[src/rtl/core/lps_pkg.sv]
// lps_pkg: shared types and constants for the led pattern sequencer
// no dependencies; used by lps_in_if, lps_cfg_if and the top level

package lps_pkg;

  localparam int unsigned SLOT_W  = 16;
  localparam int unsigned PAT_W   = 32;
  localparam int unsigned CNT_W   = 13;
  localparam int unsigned SLOTS_W = 17;
  localparam int unsigned CFG_IDX_W = 1;

  typedef enum logic [2:0] {
    REQ_TICK    = 3'd0,
    REQ_MODE    = 3'd1,
    REQ_PATTERN = 3'd2,
    REQ_COUNT   = 3'd3,
    REQ_BLINK   = 3'd4,
    REQ_PULSE   = 3'd5
  } req_e;

  typedef enum logic [2:0] {
    MODE_TOGGLE = 3'd0,
    MODE_OFF    = 3'd1,
    MODE_ON     = 3'd2,
    MODE_BLINK  = 3'd3,
    MODE_SLOW   = 3'd4,
    MODE_FAST   = 3'd5,
    MODE_FLASH  = 3'd6,
    MODE_NONE   = 3'd7
  } mode_e;

  localparam logic [CFG_IDX_W-1:0] CFG_SLOT_TICKS = 1'b0;
  localparam logic [CFG_IDX_W-1:0] CFG_IDLE_HIGH  = 1'b1;

  localparam logic [PAT_W-1:0] PAT_OFF   = 32'h0000_0000;
  localparam logic [PAT_W-1:0] PAT_ON    = 32'hffff_ffff;
  localparam logic [PAT_W-1:0] PAT_BLINK = 32'hf0f0_f0f0;
  localparam logic [PAT_W-1:0] PAT_SLOW  = 32'hffff_0000;
  localparam logic [PAT_W-1:0] PAT_FAST  = 32'haaaa_aaaa;
  localparam logic [PAT_W-1:0] PAT_FLASH = 32'h8000_0000;

  localparam logic [SLOT_W-1:0] SLOT_TICKS_RST = 16'd100;

  typedef struct packed {
    logic [2:0]              req_type;
    logic [2:0]              mode;
    logic [PAT_W-1:0]        pattern_word;
    logic signed [CNT_W-1:0] count_value;
    logic [SLOT_W-1:0]       pulse_ticks;
  } req_t;

endpackage

[src/rtl/core/lps_in_if.sv]
// lps_in_if: request channel of the led pattern sequencer
// depends on lps_pkg for field widths

interface lps_in_if;
  logic                              valid;
  logic                              ready;
  logic [2:0]                        req_type;
  logic [2:0]                        mode;
  logic [lps_pkg::PAT_W-1:0]         pattern_word;
  logic signed [lps_pkg::CNT_W-1:0]  count_value;
  logic [lps_pkg::SLOT_W-1:0]        pulse_ticks;

  modport source (output valid, output req_type, output mode, output pattern_word,
                  output count_value, output pulse_ticks, input ready);
  modport sink (input valid, input req_type, input mode, input pattern_word,
                input count_value, input pulse_ticks, output ready);
endinterface

[src/rtl/core/lps_out_if.sv]
// lps_out_if: result channel of the led pattern sequencer
// no dependencies

interface lps_out_if;
  logic valid;
  logic ready;
  logic pin_level;
  logic led_lit;
  logic pulse_active;

  modport source (output valid, output pin_level, output led_lit, output pulse_active,
                  input ready);
  modport sink (input valid, input pin_level, input led_lit, input pulse_active,
                output ready);
endinterface

[src/rtl/core/lps_cfg_if.sv]
// lps_cfg_if: register write channel of the led pattern sequencer
// depends on lps_pkg for index and data widths

interface lps_cfg_if;
  logic                              valid;
  logic                              ready;
  logic [lps_pkg::CFG_IDX_W-1:0]     index;
  logic [lps_pkg::SLOT_W-1:0]        data;

  modport source (output valid, output index, output data, input ready);
  modport sink (input valid, input index, input data, output ready);
endinterface

[src/rtl/core/led_pattern_sequencer_unit.sv]
// led_pattern_sequencer_unit: led pattern sequencer, top level
// depends on lps_pkg, lps_in_if, lps_out_if, lps_cfg_if
//
//   channel  dir  beat contents
//   in_bus   in   req_type, mode, pattern_word, count_value, pulse_ticks
//   out_bus  out  pin_level, led_lit, pulse_active (one beat per request)
//   cfg_bus  in   index (0 slot_ticks, 1 idle_high), data
//
// one request per clock while the result is not stalled; a request is
// registered on entry, then updates the sequencer state and loads the
// result register once the result register is free or being taken.
// rst_n is synchronous active low and restores the register defaults.
// a stalled result holds the input register; cfg is always ready.

module led_pattern_sequencer_unit (
  input  logic      clk,
  input  logic      rst_n,
  lps_in_if.sink    in_bus,
  lps_out_if.source out_bus,
  lps_cfg_if.sink   cfg_bus
);

  logic                         in_valid_r;
  lps_pkg::req_t                in_req_r;
  logic                         advance;

  logic [lps_pkg::SLOT_W-1:0]   slot_ticks_r;
  logic                         idle_high_r;

  logic [lps_pkg::PAT_W-1:0]    pattern_r, pattern_nxt;
  logic [lps_pkg::PAT_W-1:0]    bit_sel_r, bit_sel_nxt;
  logic [lps_pkg::SLOTS_W-1:0]  slots_left_r, slots_left_nxt;
  logic                         led_on_r, led_on_nxt;
  logic                         pulse_on_r, pulse_on_nxt;
  logic                         armed_r, armed_nxt;
  logic [lps_pkg::SLOT_W-1:0]   wait_r, wait_nxt;

  logic                         out_valid_r;
  logic                         pin_r, lit_r, pulse_out_r;

  logic [lps_pkg::SLOTS_W-1:0]  slots_dec;
  logic [lps_pkg::PAT_W-1:0]    bit_sel_run;
  logic [lps_pkg::PAT_W-1:0]    mode_pat;
  logic                         mode_sets_pat;

  assign advance      = in_valid_r && (!out_valid_r || out_bus.ready);
  assign in_bus.ready = !in_valid_r || advance;
  assign cfg_bus.ready = 1'b1;

  assign out_bus.valid        = out_valid_r;
  assign out_bus.pin_level    = pin_r;
  assign out_bus.led_lit      = lit_r;
  assign out_bus.pulse_active = pulse_out_r;

  assign slots_dec   = slots_left_r - 17'd1;
  assign bit_sel_run = (bit_sel_r == '0) ? lps_pkg::PAT_FLASH : bit_sel_r;

  // pattern chosen by the blinking modes; mode none keeps the current one
  always_comb begin
    mode_pat      = pattern_r;
    mode_sets_pat = 1'b1;
    case (in_req_r.mode)
      lps_pkg::MODE_BLINK: mode_pat = lps_pkg::PAT_BLINK;
      lps_pkg::MODE_SLOW:  mode_pat = lps_pkg::PAT_SLOW;
      lps_pkg::MODE_FAST:  mode_pat = lps_pkg::PAT_FAST;
      lps_pkg::MODE_FLASH: mode_pat = lps_pkg::PAT_FLASH;
      lps_pkg::MODE_NONE:  mode_pat = pattern_r;
      default:             mode_sets_pat = 1'b0;
    endcase
  end

  always_comb begin
    pattern_nxt    = pattern_r;
    bit_sel_nxt    = bit_sel_r;
    slots_left_nxt = slots_left_r;
    led_on_nxt     = led_on_r;
    pulse_on_nxt   = pulse_on_r;
    armed_nxt      = armed_r;
    wait_nxt       = wait_r;
    unique case (in_req_r.req_type)
      lps_pkg::REQ_TICK: begin
        if (armed_r) begin
          if (wait_r <= 16'd1) begin
            armed_nxt = 1'b0;
            if (pulse_on_r) begin
              // pulse ends: led off, pattern restarts one slot later
              led_on_nxt   = 1'b0;
              pulse_on_nxt = 1'b0;
              bit_sel_nxt  = '0;
              armed_nxt    = 1'b1;
              wait_nxt     = slot_ticks_r;
            end else if (pattern_r != lps_pkg::PAT_OFF && pattern_r != lps_pkg::PAT_ON) begin
              bit_sel_nxt = bit_sel_run;
              if (!slots_left_r[lps_pkg::SLOTS_W-1] && slots_dec[lps_pkg::SLOTS_W-1]) begin
                // count ran out
                slots_left_nxt = slots_dec;
                led_on_nxt     = 1'b0;
              end else begin
                if (!slots_left_r[lps_pkg::SLOTS_W-1]) begin
                  slots_left_nxt = slots_dec;
                end
                led_on_nxt  = |(pattern_r & bit_sel_run);
                bit_sel_nxt = bit_sel_run >> 1;
                armed_nxt   = 1'b1;
                wait_nxt    = slot_ticks_r;
              end
            end
          end else begin
            wait_nxt = wait_r - 16'd1;
          end
        end
      end
      lps_pkg::REQ_MODE: begin
        case (in_req_r.mode)
          lps_pkg::MODE_TOGGLE: begin
            if (pattern_r == lps_pkg::PAT_OFF) begin
              pattern_nxt = lps_pkg::PAT_ON;
              led_on_nxt  = 1'b1;
            end else if (pattern_r == lps_pkg::PAT_ON) begin
              pattern_nxt = lps_pkg::PAT_OFF;
              if (!pulse_on_r) begin
                led_on_nxt = 1'b0;
              end
            end
          end
          lps_pkg::MODE_OFF: begin
            pattern_nxt = lps_pkg::PAT_OFF;
            if (!pulse_on_r) begin
              led_on_nxt = 1'b0;
            end
          end
          lps_pkg::MODE_ON: begin
            pattern_nxt = lps_pkg::PAT_ON;
            if (!pulse_on_r) begin
              led_on_nxt = 1'b1;
            end
          end
          default: begin
            if (mode_sets_pat && pattern_r != mode_pat) begin
              pattern_nxt = mode_pat;
              bit_sel_nxt = '0;
            end
            slots_left_nxt = '1;
            armed_nxt      = 1'b1;
            wait_nxt       = '0;
          end
        endcase
      end
      lps_pkg::REQ_PATTERN: begin
        pattern_nxt = in_req_r.pattern_word;
        bit_sel_nxt = '0;
        armed_nxt   = 1'b1;
        wait_nxt    = '0;
      end
      lps_pkg::REQ_COUNT: begin
        slots_left_nxt = {{(lps_pkg::SLOTS_W-lps_pkg::CNT_W){in_req_r.count_value[lps_pkg::CNT_W-1]}},
                          in_req_r.count_value};
      end
      lps_pkg::REQ_BLINK: begin
        pattern_nxt    = lps_pkg::PAT_BLINK;
        bit_sel_nxt    = '0;
        slots_left_nxt = {in_req_r.count_value[lps_pkg::CNT_W-1], in_req_r.count_value, 3'b000};
        armed_nxt      = 1'b1;
        wait_nxt       = '0;
      end
      lps_pkg::REQ_PULSE: begin
        led_on_nxt   = 1'b1;
        pulse_on_nxt = 1'b1;
        armed_nxt    = 1'b1;
        wait_nxt     = in_req_r.pulse_ticks;
      end
      default: begin
      end
    endcase
  end

  always_ff @(posedge clk) begin
    if (!rst_n) begin
      in_valid_r   <= 1'b0;
      out_valid_r  <= 1'b0;
      slot_ticks_r <= lps_pkg::SLOT_TICKS_RST;
      idle_high_r  <= 1'b0;
      pattern_r    <= '0;
      bit_sel_r    <= '0;
      slots_left_r <= '0;
      led_on_r     <= 1'b0;
      pulse_on_r   <= 1'b0;
      armed_r      <= 1'b0;
      wait_r       <= '0;
    end else begin
      if (in_bus.valid && in_bus.ready) begin
        in_valid_r <= 1'b1;
      end else if (advance) begin
        in_valid_r <= 1'b0;
      end
      if (advance) begin
        out_valid_r <= 1'b1;
      end else if (out_bus.ready) begin
        out_valid_r <= 1'b0;
      end
      if (cfg_bus.valid) begin
        if (cfg_bus.index == lps_pkg::CFG_SLOT_TICKS) begin
          slot_ticks_r <= cfg_bus.data;
        end else begin
          idle_high_r <= cfg_bus.data[0];
        end
      end
      if (advance) begin
        pattern_r    <= pattern_nxt;
        bit_sel_r    <= bit_sel_nxt;
        slots_left_r <= slots_left_nxt;
        led_on_r     <= led_on_nxt;
        pulse_on_r   <= pulse_on_nxt;
        armed_r      <= armed_nxt;
        wait_r       <= wait_nxt;
      end
    end
  end

  // payload registers
  always_ff @(posedge clk) begin
    if (in_bus.valid && in_bus.ready) begin
      in_req_r.req_type     <= in_bus.req_type;
      in_req_r.mode         <= in_bus.mode;
      in_req_r.pattern_word <= in_bus.pattern_word;
      in_req_r.count_value  <= in_bus.count_value;
      in_req_r.pulse_ticks  <= in_bus.pulse_ticks;
    end
    if (advance) begin
      pin_r       <= led_on_nxt ^ idle_high_r;
      lit_r       <= led_on_nxt;
      pulse_out_r <= pulse_on_nxt;
    end
  end

endmodule
[src/flat_wrapper.sv]
// flat-port wrapper written by rule: the top's interface ports become plain ports
module led_pattern_sequencer_unit_flat 
  (clk, rst_n, in_bus_valid, in_bus_req_type, in_bus_mode, in_bus_pattern_word, in_bus_count_value, in_bus_pulse_ticks, in_bus_ready, out_bus_valid, out_bus_pin_level, out_bus_led_lit, out_bus_pulse_active, out_bus_ready, cfg_bus_valid, cfg_bus_index, cfg_bus_data, cfg_bus_ready);
  lps_in_if in_bus_i ();
  lps_out_if out_bus_i ();
  lps_cfg_if cfg_bus_i ();
  input  logic clk;
  input  logic rst_n;
  input wire logic [$bits(in_bus_i.valid)-1:0] in_bus_valid;
  input wire logic [$bits(in_bus_i.req_type)-1:0] in_bus_req_type;
  input wire logic [$bits(in_bus_i.mode)-1:0] in_bus_mode;
  input wire logic [$bits(in_bus_i.pattern_word)-1:0] in_bus_pattern_word;
  input wire logic [$bits(in_bus_i.count_value)-1:0] in_bus_count_value;
  input wire logic [$bits(in_bus_i.pulse_ticks)-1:0] in_bus_pulse_ticks;
  output wire logic [$bits(in_bus_i.ready)-1:0] in_bus_ready;
  output wire logic [$bits(out_bus_i.valid)-1:0] out_bus_valid;
  output wire logic [$bits(out_bus_i.pin_level)-1:0] out_bus_pin_level;
  output wire logic [$bits(out_bus_i.led_lit)-1:0] out_bus_led_lit;
  output wire logic [$bits(out_bus_i.pulse_active)-1:0] out_bus_pulse_active;
  input wire logic [$bits(out_bus_i.ready)-1:0] out_bus_ready;
  input wire logic [$bits(cfg_bus_i.valid)-1:0] cfg_bus_valid;
  input wire logic [$bits(cfg_bus_i.index)-1:0] cfg_bus_index;
  input wire logic [$bits(cfg_bus_i.data)-1:0] cfg_bus_data;
  output wire logic [$bits(cfg_bus_i.ready)-1:0] cfg_bus_ready;
  assign in_bus_i.valid = in_bus_valid;
  assign in_bus_i.req_type = in_bus_req_type;
  assign in_bus_i.mode = in_bus_mode;
  assign in_bus_i.pattern_word = in_bus_pattern_word;
  assign in_bus_i.count_value = in_bus_count_value;
  assign in_bus_i.pulse_ticks = in_bus_pulse_ticks;
  assign in_bus_ready = in_bus_i.ready;
  assign out_bus_valid = out_bus_i.valid;
  assign out_bus_pin_level = out_bus_i.pin_level;
  assign out_bus_led_lit = out_bus_i.led_lit;
  assign out_bus_pulse_active = out_bus_i.pulse_active;
  assign out_bus_i.ready = out_bus_ready;
  assign cfg_bus_i.valid = cfg_bus_valid;
  assign cfg_bus_i.index = cfg_bus_index;
  assign cfg_bus_i.data = cfg_bus_data;
  assign cfg_bus_ready = cfg_bus_i.ready;
  led_pattern_sequencer_unit u_core (.clk(clk), .rst_n(rst_n), .in_bus(in_bus_i), .out_bus(out_bus_i), .cfg_bus(cfg_bus_i));
endmodule
[config.mk]
export PLATFORM = sky130hd
export DESIGN_NAME = led_pattern_sequencer_unit_flat
export DESIGN_NICKNAME = d
export VERILOG_FILES = /design/src/rtl/core/lps_pkg.sv /design/src/rtl/core/lps_in_if.sv /design/src/rtl/core/lps_out_if.sv /design/src/rtl/core/lps_cfg_if.sv /design/src/rtl/core/led_pattern_sequencer_unit.sv /design/src/flat_wrapper.sv
export SDC_FILE = /design/constraint.sdc
export NUM_CORES = 1
export LEC_CHECK = 0
export BUFFER_PORTS_ARGS = -buffer_cell sky130_fd_sc_hd__clkbuf_2
export CAP_MARGIN = 20
export CORE_ASPECT_RATIO = 0.5
export CORE_MARGIN = 8
export CORE_UTILIZATION = 60
export CTS_CLUSTER_SIZE = 40
export DETAILED_ROUTE_END_ITERATION = 10
export PLACE_DENSITY = 0.77
export SLEW_MARGIN = 15
export SYNTH_ARGS = -nofsm -noshare
export SYNTH_HDL_FRONTEND = slang
export SYNTH_SLANG_ARGS = --single-unit
[constraint.sdc]
create_clock -name clk -period 8.3 [get_ports clk]
set_input_delay 1.245 -clock clk [delete_from_list [all_inputs] [get_ports clk]]
set_output_delay 1.245 -clock clk [all_outputs]
set_load 0.01 [all_outputs]
==> results of run 1 <==
==> routing by layer <==
metal	vias to the layer above	routed length [um]
met5	-	0
met4	0	356
met3	36	2030
met2	383	10300
met1	3691	10200
li1	3596	-
==> state kept, by name, indices dropped and copies added, names as in the netlist, 16 cells and up <==
name	count
u_core.bit_sel_r	32
u_core.slot_ticks_r	16
u_core.pattern_r	32
u_core.slots_left_r	17
u_core.in_req_r	67
u_core.wait_r	16
==> cells by family (layout without fill, tap and decap cells) <==
family,after synthesis,count (layout)
AO/OA/AOI/OAI,298,298
XOR/XNOR,12,12
adder cells (fa/ha/maj),3,3
buffers and inverters,78,150
flip-flops,189,189
multiplexers,1,1
other,1,1
AND/OR/NAND/NOR,328,328
==> power by group through the flow <==
stage | Combinational, uW | Sequential (uW) | Clock (uW)
finish | 343 | 1050 | 866
global route | 380 | 1050 | 913
CTS | 338 | 1050 | 876
detailed placement | 334 | 1070 | 0
global placement | 326 | 1070 | 0
floorplan | 255 | 1050 | 0
==> cells in the final DEF, fill, tap and decap left out, types with 5 or more instances in the layout <==
| cell type | n |
|---|---|
| sky130_fd_sc_hd__nand2_1 | 87 |
| sky130_fd_sc_hd__a32o_1 | 12 |
| sky130_fd_sc_hd__a222oi_1 | 5 |
| sky130_fd_sc_hd__a21o_1 | 10 |
| sky130_fd_sc_hd__o211ai_1 | 16 |
| sky130_fd_sc_hd__buf_4 | 10 |
| sky130_fd_sc_hd__inv_6 | 5 |
| sky130_fd_sc_hd__o31ai_1 | 10 |
| sky130_fd_sc_hd__nor2_1 | 94 |
| sky130_fd_sc_hd__xnor2_1 | 8 |
| sky130_fd_sc_hd__inv_1 | 12 |
| sky130_fd_sc_hd__and3_1 | 8 |
| sky130_fd_sc_hd__a221oi_1 | 14 |
| sky130_fd_sc_hd__or3_1 | 9 |
| sky130_fd_sc_hd__nor2b_1 | 5 |
| sky130_fd_sc_hd__a22oi_1 | 14 |
| sky130_fd_sc_hd__edfxtp_1 | 70 |
| sky130_fd_sc_hd__a211oi_1 | 26 |
| sky130_fd_sc_hd__nor3b_1 | 8 |
| sky130_fd_sc_hd__nor4_1 | 22 |
| sky130_fd_sc_hd__dfxtp_1 | 119 |
| sky130_fd_sc_hd__a21oi_1 | 58 |
| sky130_fd_sc_hd__nand3_1 | 17 |
| sky130_fd_sc_hd__a22o_1 | 35 |
| sky130_fd_sc_hd__o21ai_0 | 37 |
| sky130_fd_sc_hd__nand4_1 | 16 |
| sky130_fd_sc_hd__nand2b_1 | 18 |
| sky130_fd_sc_hd__nor3_1 | 24 |
| sky130_fd_sc_hd__o211a_1 | 6 |
| sky130_fd_sc_hd__clkbuf_16 | 17 |
| sky130_fd_sc_hd__clkbuf_2 | 93 |
| sky130_fd_sc_hd__a32oi_1 | 5 |
==> path summary, 6_finish.rpt <==
kind	slack, ns	endpoint	from
min	0.46	u_core.slot_ticks_r[10]	u_core.slot_ticks_r[10]
min reg2reg	0.46	u_core.slot_ticks_r[10]	u_core.slot_ticks_r[10]
max reg2reg	4.81	u_core.slots_left_r[7]	u_core.in_req_r[65]
max	4.81	u_core.slots_left_r[7]	u_core.in_req_r[65]
==> cell type report <==
cell class | count | share of cell area [%]
inverter | 14 | 0.529
tap | 198 | 2.50
clock buffer | 18 | 4.42
multi-input combinational | 643 | 40.1
sequential | 189 | 45.2
timing repair buffer | 104 | 5.49
clock inverter | 14 | 1.81
==> metrics by stage <==
| step | utilization, % | total power, uW | worst slack (ns) | hold slack, ns |
|---|---|---|---|---|
| floorplan | - | 1310 | 4.84 | 0.433 |
| global placement | 64.8 | 1390 | 4.73 | 0.443 |
| detailed placement | 64.8 | 1400 | 4.61 | 0.450 |
| CTS | 69.1 | 2260 | 4.75 | 0.459 |
| global route | 69.2 | 2350 | 4.63 | 0.475 |
| finish | 69.2 | 2260 | 4.81 | 0.459 |
==> worst reg2reg max path, delay by kind of cell (launching register included) <==
family | cells | cell delay [ns]
buffers and inverters | 1 | 0.51
and+or+nand+nor | 2 | 1.29
AOI/OAI and AO/OA | 2 | 0.68
DFF | 1 | 0.92
==> summary.txt, run 1 <==
Status
  • Outcome: finished clean

Logic synthesis
  • Fraction of synthesized area in multiplexers: less than 1%
  • Dominant cells by area after synthesis: sky130_fd_sc_hd__dfxtp_1 27%, sky130_fd_sc_hd__edfxtp_1 24%, sky130_fd_sc_hd__nor2_1 4.0%
  • Cell type with the highest aggregate area in the netlist: sky130_fd_sc_hd__dfxtp_1
  • Compound-gate portion of the synthesized area: 25.2%
  • Yosys synthesis warning count: 0
  • Seq/Total Area, Yosys: 51.4%
  • Share of Yosys cell area claimed by the top area cell type: 27.3%
  • Number of flops mapped to enable cells by yosys: 70
  • Commonest cells post-synth: 119 x sky130_fd_sc_hd__dfxtp_1, 94 x sky130_fd_sc_hd__nor2_1, 87 x sky130_fd_sc_hd__nand2_1
  • Total standard cell area after synthesis: 0.00873 mm2
  • Share of flip-flops with an asynchronous set or reset after synthesis: 0%
  • Count of mapped cells out of synthesis: 910
  • Syn nets: 1002
  • Flops & latches, synth: 189
  • Post-synthesis average cell area: 9.60 um2
  • Largest family of logic cells by synthesized area: compound AO/OA/AOI/OAI gates
  • Share of the synthesized netlist area taken by xor and xnor gates: 1.20%
  • Share of synthesized cell area in full adder, half adder and majority cells: less than 1%
  • Simple-Gate Fraction of Synth Area: 18.2%
  • Synth Flop Type: sky130_fd_sc_hd__dfxtp_1
  • Library cells used by synthesis: 67
  • Cell with the most instances after synthesis: sky130_fd_sc_hd__dfxtp_1

Hold path
  • Class of the most critical hold timing path: reg2reg
  • Worst hold path cell count: 2

Critical path
  • Type of the worst setup path: reg2reg
  • Top fanout value on the critical path: 23
  • Data required time of the worst path: 8.64 ns
  • WP buf/inv: 1
  • Master of the slowest instance on the critical path: sky130_fd_sc_hd__edfxtp_1
  • Worst Setup Start Kind: flop
  • Signal arrival time at the worst endpoint: around 3.8 ns
  • CP Depth: 5
  • Endpoint class of the critical path: flop
  • Family with the most delay on the worst path: simple AND/OR/NAND/NOR gates
  • Worst-path cell chain: clkinv_1, and3_1, or3_1, o311a_1, o32ai_1
  • Length in cells of the worst reg-to-reg path: 5
  • Largest stage delay on the critical path: 0.92 ns

Final layout
  • Sequential standard cell area: 0.00448 mm2
  • Total of fill cells in the finished design: around 1.1k
  • Final Instance Area: 0.00993 mm2
  • Area Growth Syn to Fin: 13.7%
  • Footprint of the multi-input gates: roughly 0.004 mm2
  • Diode count: 0
  • Final instance count without filler cells: 1180
  • Layout cell share with drive strength beyond 1: about 16%
  • Nets: 1061

Detailed routing
  • DR vias: 7706
  • Detailed-route wire length per cell: 19.4 um
  • Via density per instance: 6.53
  • Number of violations reported at the end of detailed-routing iteration 0: 780
  • First drt pass iteration count: 9
  • Number of nets with antenna violations after detailed routing: 0
  • Final wirelength: 22800 um
  • Total DRC errors in the routed layout: 0

Timing
  • Fin crit share: 42.0%
  • Minimum period implied by the final worst setup slack: 3.49 ns
  • Pins over their slew limit: 0
  • Fmax achieved: 287 MHz
  • Unrepaired setup endpoints after global routing: false
  • Final-report setup violation count: 0
  • Worst-margin pin slew: 1.15 ns
  • Setup TNS after final layout: 0 ns
  • Worst clock skew: 0.0111 ns
  • Slew Limit Headroom: 21.4%
  • Endpoints failing hold: 0

Power
  • Clock share of power: 38.3%
  • Combinational cell fraction of total power: 15.2%
  • Peak supply drop: roughly 0.00015 V
  • Sw Pwr: 630 uW
  • Portion of total power attributed to sequential cells: approximately 47%
  • Leakage Power: 0.00375 uW
  • Power density normalized to cell area: around 230 mW/mm2
  • Fraction of power spent switching nets: about 28%
  • Internal portion of total power: 1630 uW

Floorplan
  • Placement Rows: 31
  • Core area: 0.0144 mm2
  • Initial core utilization: 60.8%
  • Die area: 0.0189 mm2
  • Die Width: 187 um
  • Die Span Y: roughly 100 um
  • Boundary pin count: 95

Place
  • Dpl cell area: between 0.009 and 0.01 mm2
  • Detailed placement HPWL: 15500 um
  • Weighted congestion at the end of routability-driven global placement: 0.910
  • Number of instances in the placed design: between 1k and 1.5k
  • Count of buffers inserted at the top-level ports: 93

Global route
  • First-pass GRT wire length: 37100 um
  • Largest net degree at the start of global routing: 68
  • Global router's overall resource usage: 23.8%
  • Vias in the first global route: 7436
  • GR Layer Usage met2: a little under two fifths
  • Aggregate global routing overflow: 0
  • Global routing met3 resource utilization: roughly 6%
  • Routing layer with the top usage in global route: met2
  • Initial antenna violation count: 0
  • Grt met1 use: 31.3%

CTS
  • Root buf cell: sky130_fd_sc_hd__clkbuf_16
  • Clock latency on the worst-skew pair: 0.43 ns
  • Clock slew seen by the registers of the worst setup and hold paths: 0.07 ns
  • Setup fix buffers added after clock tree synthesis: 0
  • Post-cts repair resize count: 0
  • CTS sink count: 189
  • Hold-fix buffers at CTS: 0
  • Number of buffers created by CTS: 17
  • Maximum number of buffers from clock root to sink: 2
  • CTS HTree Levels: 4
  • Clock tree from TritonCTS: built

Flow run
  • Number of maximum-capacitance violations: 0
Note: power is estimated with default switching activity, not from simulation.
==> run 2: changes to the inputs <==
- ABC_AREA: default -> 1
- CORE_UTILIZATION: 60 -> 54
- PLACE_DENSITY: 0.77 -> 0.73
- clock period: 8.3 -> 2.9 ns (I/O delays scaled with it)
==> run 2 against run 1 <==
Effect of this change: sequential power rose to 2.9 times the previous value; die area up 23%; clock skew grew 0.0036 ns; critical path type unchanged; largest cell class is now multi-input combinational cells.
==> summary.txt, run 2 <==
Timing
  • Fin crit share: 93.1% (+51 points)
  • Minimum period implied by the final worst setup slack: 2.70 ns (-0.787 ns)
  • Unrepaired setup endpoints after global routing: true
  • Slew Limit Headroom: 47.3% (+26 points)
  • Worst hold margin: 0.160 ns (-0.299 ns)
  • Worst-margin pin slew: 0.789 ns (-0.360 ns)
  • Pins over their slew limit: 0 (unchanged)
  • Fmax achieved: 370 MHz (+29%)
  • Worst clock skew: 0.0148 ns (+0.00361 ns)
  • Endpoints failing hold: 0 (unchanged)
  • Final-report setup violation count: 0 (unchanged)

Floorplan
  • Initial core utilization: 54.5% (-6.3 points)
  • Die area: 0.0232 mm2 (+23%)
  • Die Width: 208 um (+11%)
  • Boundary pin count: 95 (unchanged)
  • Die Span Y: 112 um (+10%)
  • Placement Rows: 35 (+13%)
  • Core area: 0.0182 mm2 (+27%)

Critical path
  • Endpoint class of the critical path: flop
  • Data required time of the worst path: 3.27 ns (-5.37 ns)
  • Type of the worst setup path: reg2reg
  • Top fanout value on the critical path: 22 (-4.3%)
  • Signal arrival time at the worst endpoint: 3.07 ns (-0.75 ns)
  • Worst Setup Start Kind: flop

Power
  • Sw Pwr: 2270 uW (+260%)
  • Leakage Power: 0.00494 uW (+31%)
  • Internal portion of total power: 4600 uW (+180%)
  • Clock share of power: 33.9% (-4.4 points)
  • Fraction of power spent switching nets: 33.1% (+5.2 points)
  • Peak supply drop: 0.000434 V (+190%)
  • Total power: 6870 uW (+200%)
  • Power density normalized to cell area: 605 mW/mm2 (+170%)
  • Combinational cell fraction of total power: 21.6% (+6.4 points)
  • Portion of total power attributed to sequential cells: 44.5% (-2.0 points)

Detailed routing
  • Via density per instance: 5.72 (-12%)
  • Total DRC errors in the routed layout: 0 (unchanged)
  • Final wirelength: 29900 um (+31%)
  • Detailed-route wire length per cell: 17.6 um (-8.9%)
  • Number of violations reported at the end of detailed-routing iteration 0: 953 (+22%)
  • First drt pass iteration count: 5 (-4)
  • DR vias: 9701 (+26%)
  • Number of nets with antenna violations after detailed routing: 0 (unchanged)

Place
  • Number of instances in the placed design: 1659 (+45%)
  • Weighted congestion at the end of routability-driven global placement: 0.993 (+9.1%)
  • Detailed placement HPWL: 21700 um (+40%)
  • Count of buffers inserted at the top-level ports: 93 (unchanged)

Logic synthesis
  • Library cells used by synthesis: 46 (-31%)
  • Share of Yosys cell area claimed by the top area cell type: 24.0% (-3.2 points)
  • Share of flip-flops with an asynchronous set or reset after synthesis: 0% (unchanged)
  • Yosys synthesis warning count: 0 (unchanged)
  • Post-synthesis average cell area: 7.33 um2 (-24%)
  • Synth Flop Type: sky130_fd_sc_hd__dfxtp_1
  • Number of flops mapped to enable cells by yosys: 70 (unchanged)
  • Seq/Total Area, Yosys: 45.3% (-6.1 points)
  • Flops & latches, synth: 189 (unchanged)
  • Syn nets: 1443 (+44%)
  • Dominant cells by area after synthesis: sky130_fd_sc_hd__dfxtp_1 24%, sky130_fd_sc_hd__edfxtp_1 21%, sky130_fd_sc_hd__nor2_1 10%
  • Commonest cells post-synth: 270 x sky130_fd_sc_hd__nor2_1, 230 x sky130_fd_sc_hd__nand2_1, 164 x sky130_fd_sc_hd__o21ai_0
  • Count of mapped cells out of synthesis: 1351 (+48%)
  • Total standard cell area after synthesis: 0.00991 mm2 (+13%)
  • Cell with the most instances after synthesis: sky130_fd_sc_hd__nor2_1
  • Cell type with the highest aggregate area in the netlist: sky130_fd_sc_hd__dfxtp_1

CTS
  • Maximum number of buffers from clock root to sink: 2 (unchanged)
  • Root buf cell: sky130_fd_sc_hd__clkbuf_16
  • Clock tree from TritonCTS: built
  • CTS HTree Levels: 4 (unchanged)
  • Number of buffers created by CTS: 17 (unchanged)
  • Clock latency on the worst-skew pair: 0.45 ns (+0.02 ns)
  • Hold-fix buffers at CTS: 0 (unchanged)
  • CTS sink count: 189 (unchanged)
  • Clock slew seen by the registers of the worst setup and hold paths: 0.08 ns (about the same)

Final layout
  • Largest registers in the final layout: u_core.in_req_r x67, u_core.bit_sel_r x32, u_core.pattern_r x32
  • Flip-flop count of the largest register after layout: 67 (unchanged)
  • Register bank with the most flops: u_core.in_req_r
  • Utilization after layout: 62.5% (-6.7 points)
  • Final instance count without filler cells: 1696 (+44%)
  • Area Growth Syn to Fin: 14.6%
  • Nets: 1535 (+45%)
  • Leading cell type in the layout, fill and taps excluded: sky130_fd_sc_hd__nor2_1
  • Diode count: 0 (unchanged)
  • Most used cells in the layout excluding fill and tap cells: 268 x sky130_fd_sc_hd__nor2_1, 230 x sky130_fd_sc_hd__nand2_1, 164 x sky130_fd_sc_hd__o21ai_0, 119 x sky130_fd_sc_hd__dfxtp_1, 110 x sky130_fd_sc_hd__inv_1
  • Layout cell share with drive strength beyond 1: 13.9% (-1.6 points)

Global route
  • Vias in the first global route: 9205 (+24%)
  • Global router's overall resource usage: 25.3% (+1.5 points)
  • Aggregate global routing overflow: 0 (unchanged)
  • First-pass GRT wire length: 48100 um (+30%)
  • Initial antenna violation count: 0 (unchanged)
  • Largest net degree at the start of global routing: 66 (-2.9%)

Status
  • Outcome: finished clean

Hold path
  • Class of the most critical hold timing path: in2reg

Flow run
  • Number of maximum-capacitance violations: 0 (unchanged)
run 2: final cells by class:
cell class	count	area (um2)
Clock inverter	14	153
Timing Repair Buffer	135	838
Clock buffer	18	429
Sequential cell	189	4480
Fill cell	1678	6820
Tap cell	240	300
Inverter	121	462
Multi-Input combinational cell	979	4680
run 2: kinds of logic (layout without fill, tap and decap cells):
family                   Yosys count  count (layout)  synth area share (%)
AO/OA/AOI/OAI                    322             322                  18.5
XOR/XNOR                          12              12                  1.06
adder cells (fa/ha/maj)            3               3                 0.379
buffers and inverters            183             288                  7.84
flip-flops                       189             189                  45.3
other                              1               1                0.0379
AND/OR/NAND/NOR                  641             641                  26.9
run 2: through the flow:
step | setup WS (ns) | TNS [ns] | instance area, um2
after floorplan | 0.467 | 0 | 9910
after global placement | 0.135 | 0 | 10700
after detailed placement | 0.152 | 0 | 10700
after CTS | 0.113 | 0 | 11300
after global routing | -0.0241 | -0.0834 | 11400
final | 0.200 | 0 | 11400
run 2: power by group through the flow:
stage | clock, uW | combinational, uW | sequential (uW)
floorplan | 0 | 1040 | 3060
global placement | 0 | 1400 | 3110
detailed placement | 0 | 1430 | 3110
CTS | 2350 | 1440 | 3050
global route | 2460 | 1660 | 3070
finish | 2330 | 1480 | 3060
run 2: path summary, 6_finish.rpt:
kind	cells past startpoint	from	slack (ns)	end
worst max-delay path	10	u_core.pattern_r[10]	0.20	u_core.pattern_r[29]
worst min-delay path	1	in_bus_pattern_word[31]	0.16	u_core.in_req_r[60]
worst max register to register	10	u_core.pattern_r[10]	0.20	u_core.pattern_r[29]
worst min register to register	2	u_core.slot_ticks_r[2]	0.46	u_core.slot_ticks_r[2]
run 2: timing repair:
item	4_1_cts	5_1_grt
setup buffers	0	5
endpoints found under the setup margin	0	86
resized for setup	0	10
run 2: per-layer routing:
| layer | routed length [um] | global-route usage [%] | vias up |
|---|---|---|---|
| met5 | 0 | 0 | - |
| met4 | 467 | 7.06 | 0 |
| met1 | 13500 | 33.8 | 4562 |
| met2 | 13900 | 41.7 | 359 |
| li1 | - | - | 4741 |
| met3 | 2110 | 4.66 | 39 |
run 2: worst max-delay path: stages (launching register included):
cell and delay (ns):
sky130_fd_sc_hd__dfxtp_1 0.35, sky130_fd_sc_hd__nor4_1 0.50, sky130_fd_sc_hd__nand4_1 0.20, sky130_fd_sc_hd__o21ai_0 0.57, sky130_fd_sc_hd__o221ai_1 0.24, sky130_fd_sc_hd__inv_2 0.14
sky130_fd_sc_hd__nand2_1 0.07, sky130_fd_sc_hd__inv_2 0.20, sky130_fd_sc_hd__buf_12 0.20, sky130_fd_sc_hd__nor2_1 0.05, sky130_fd_sc_hd__nor2_1 0.10
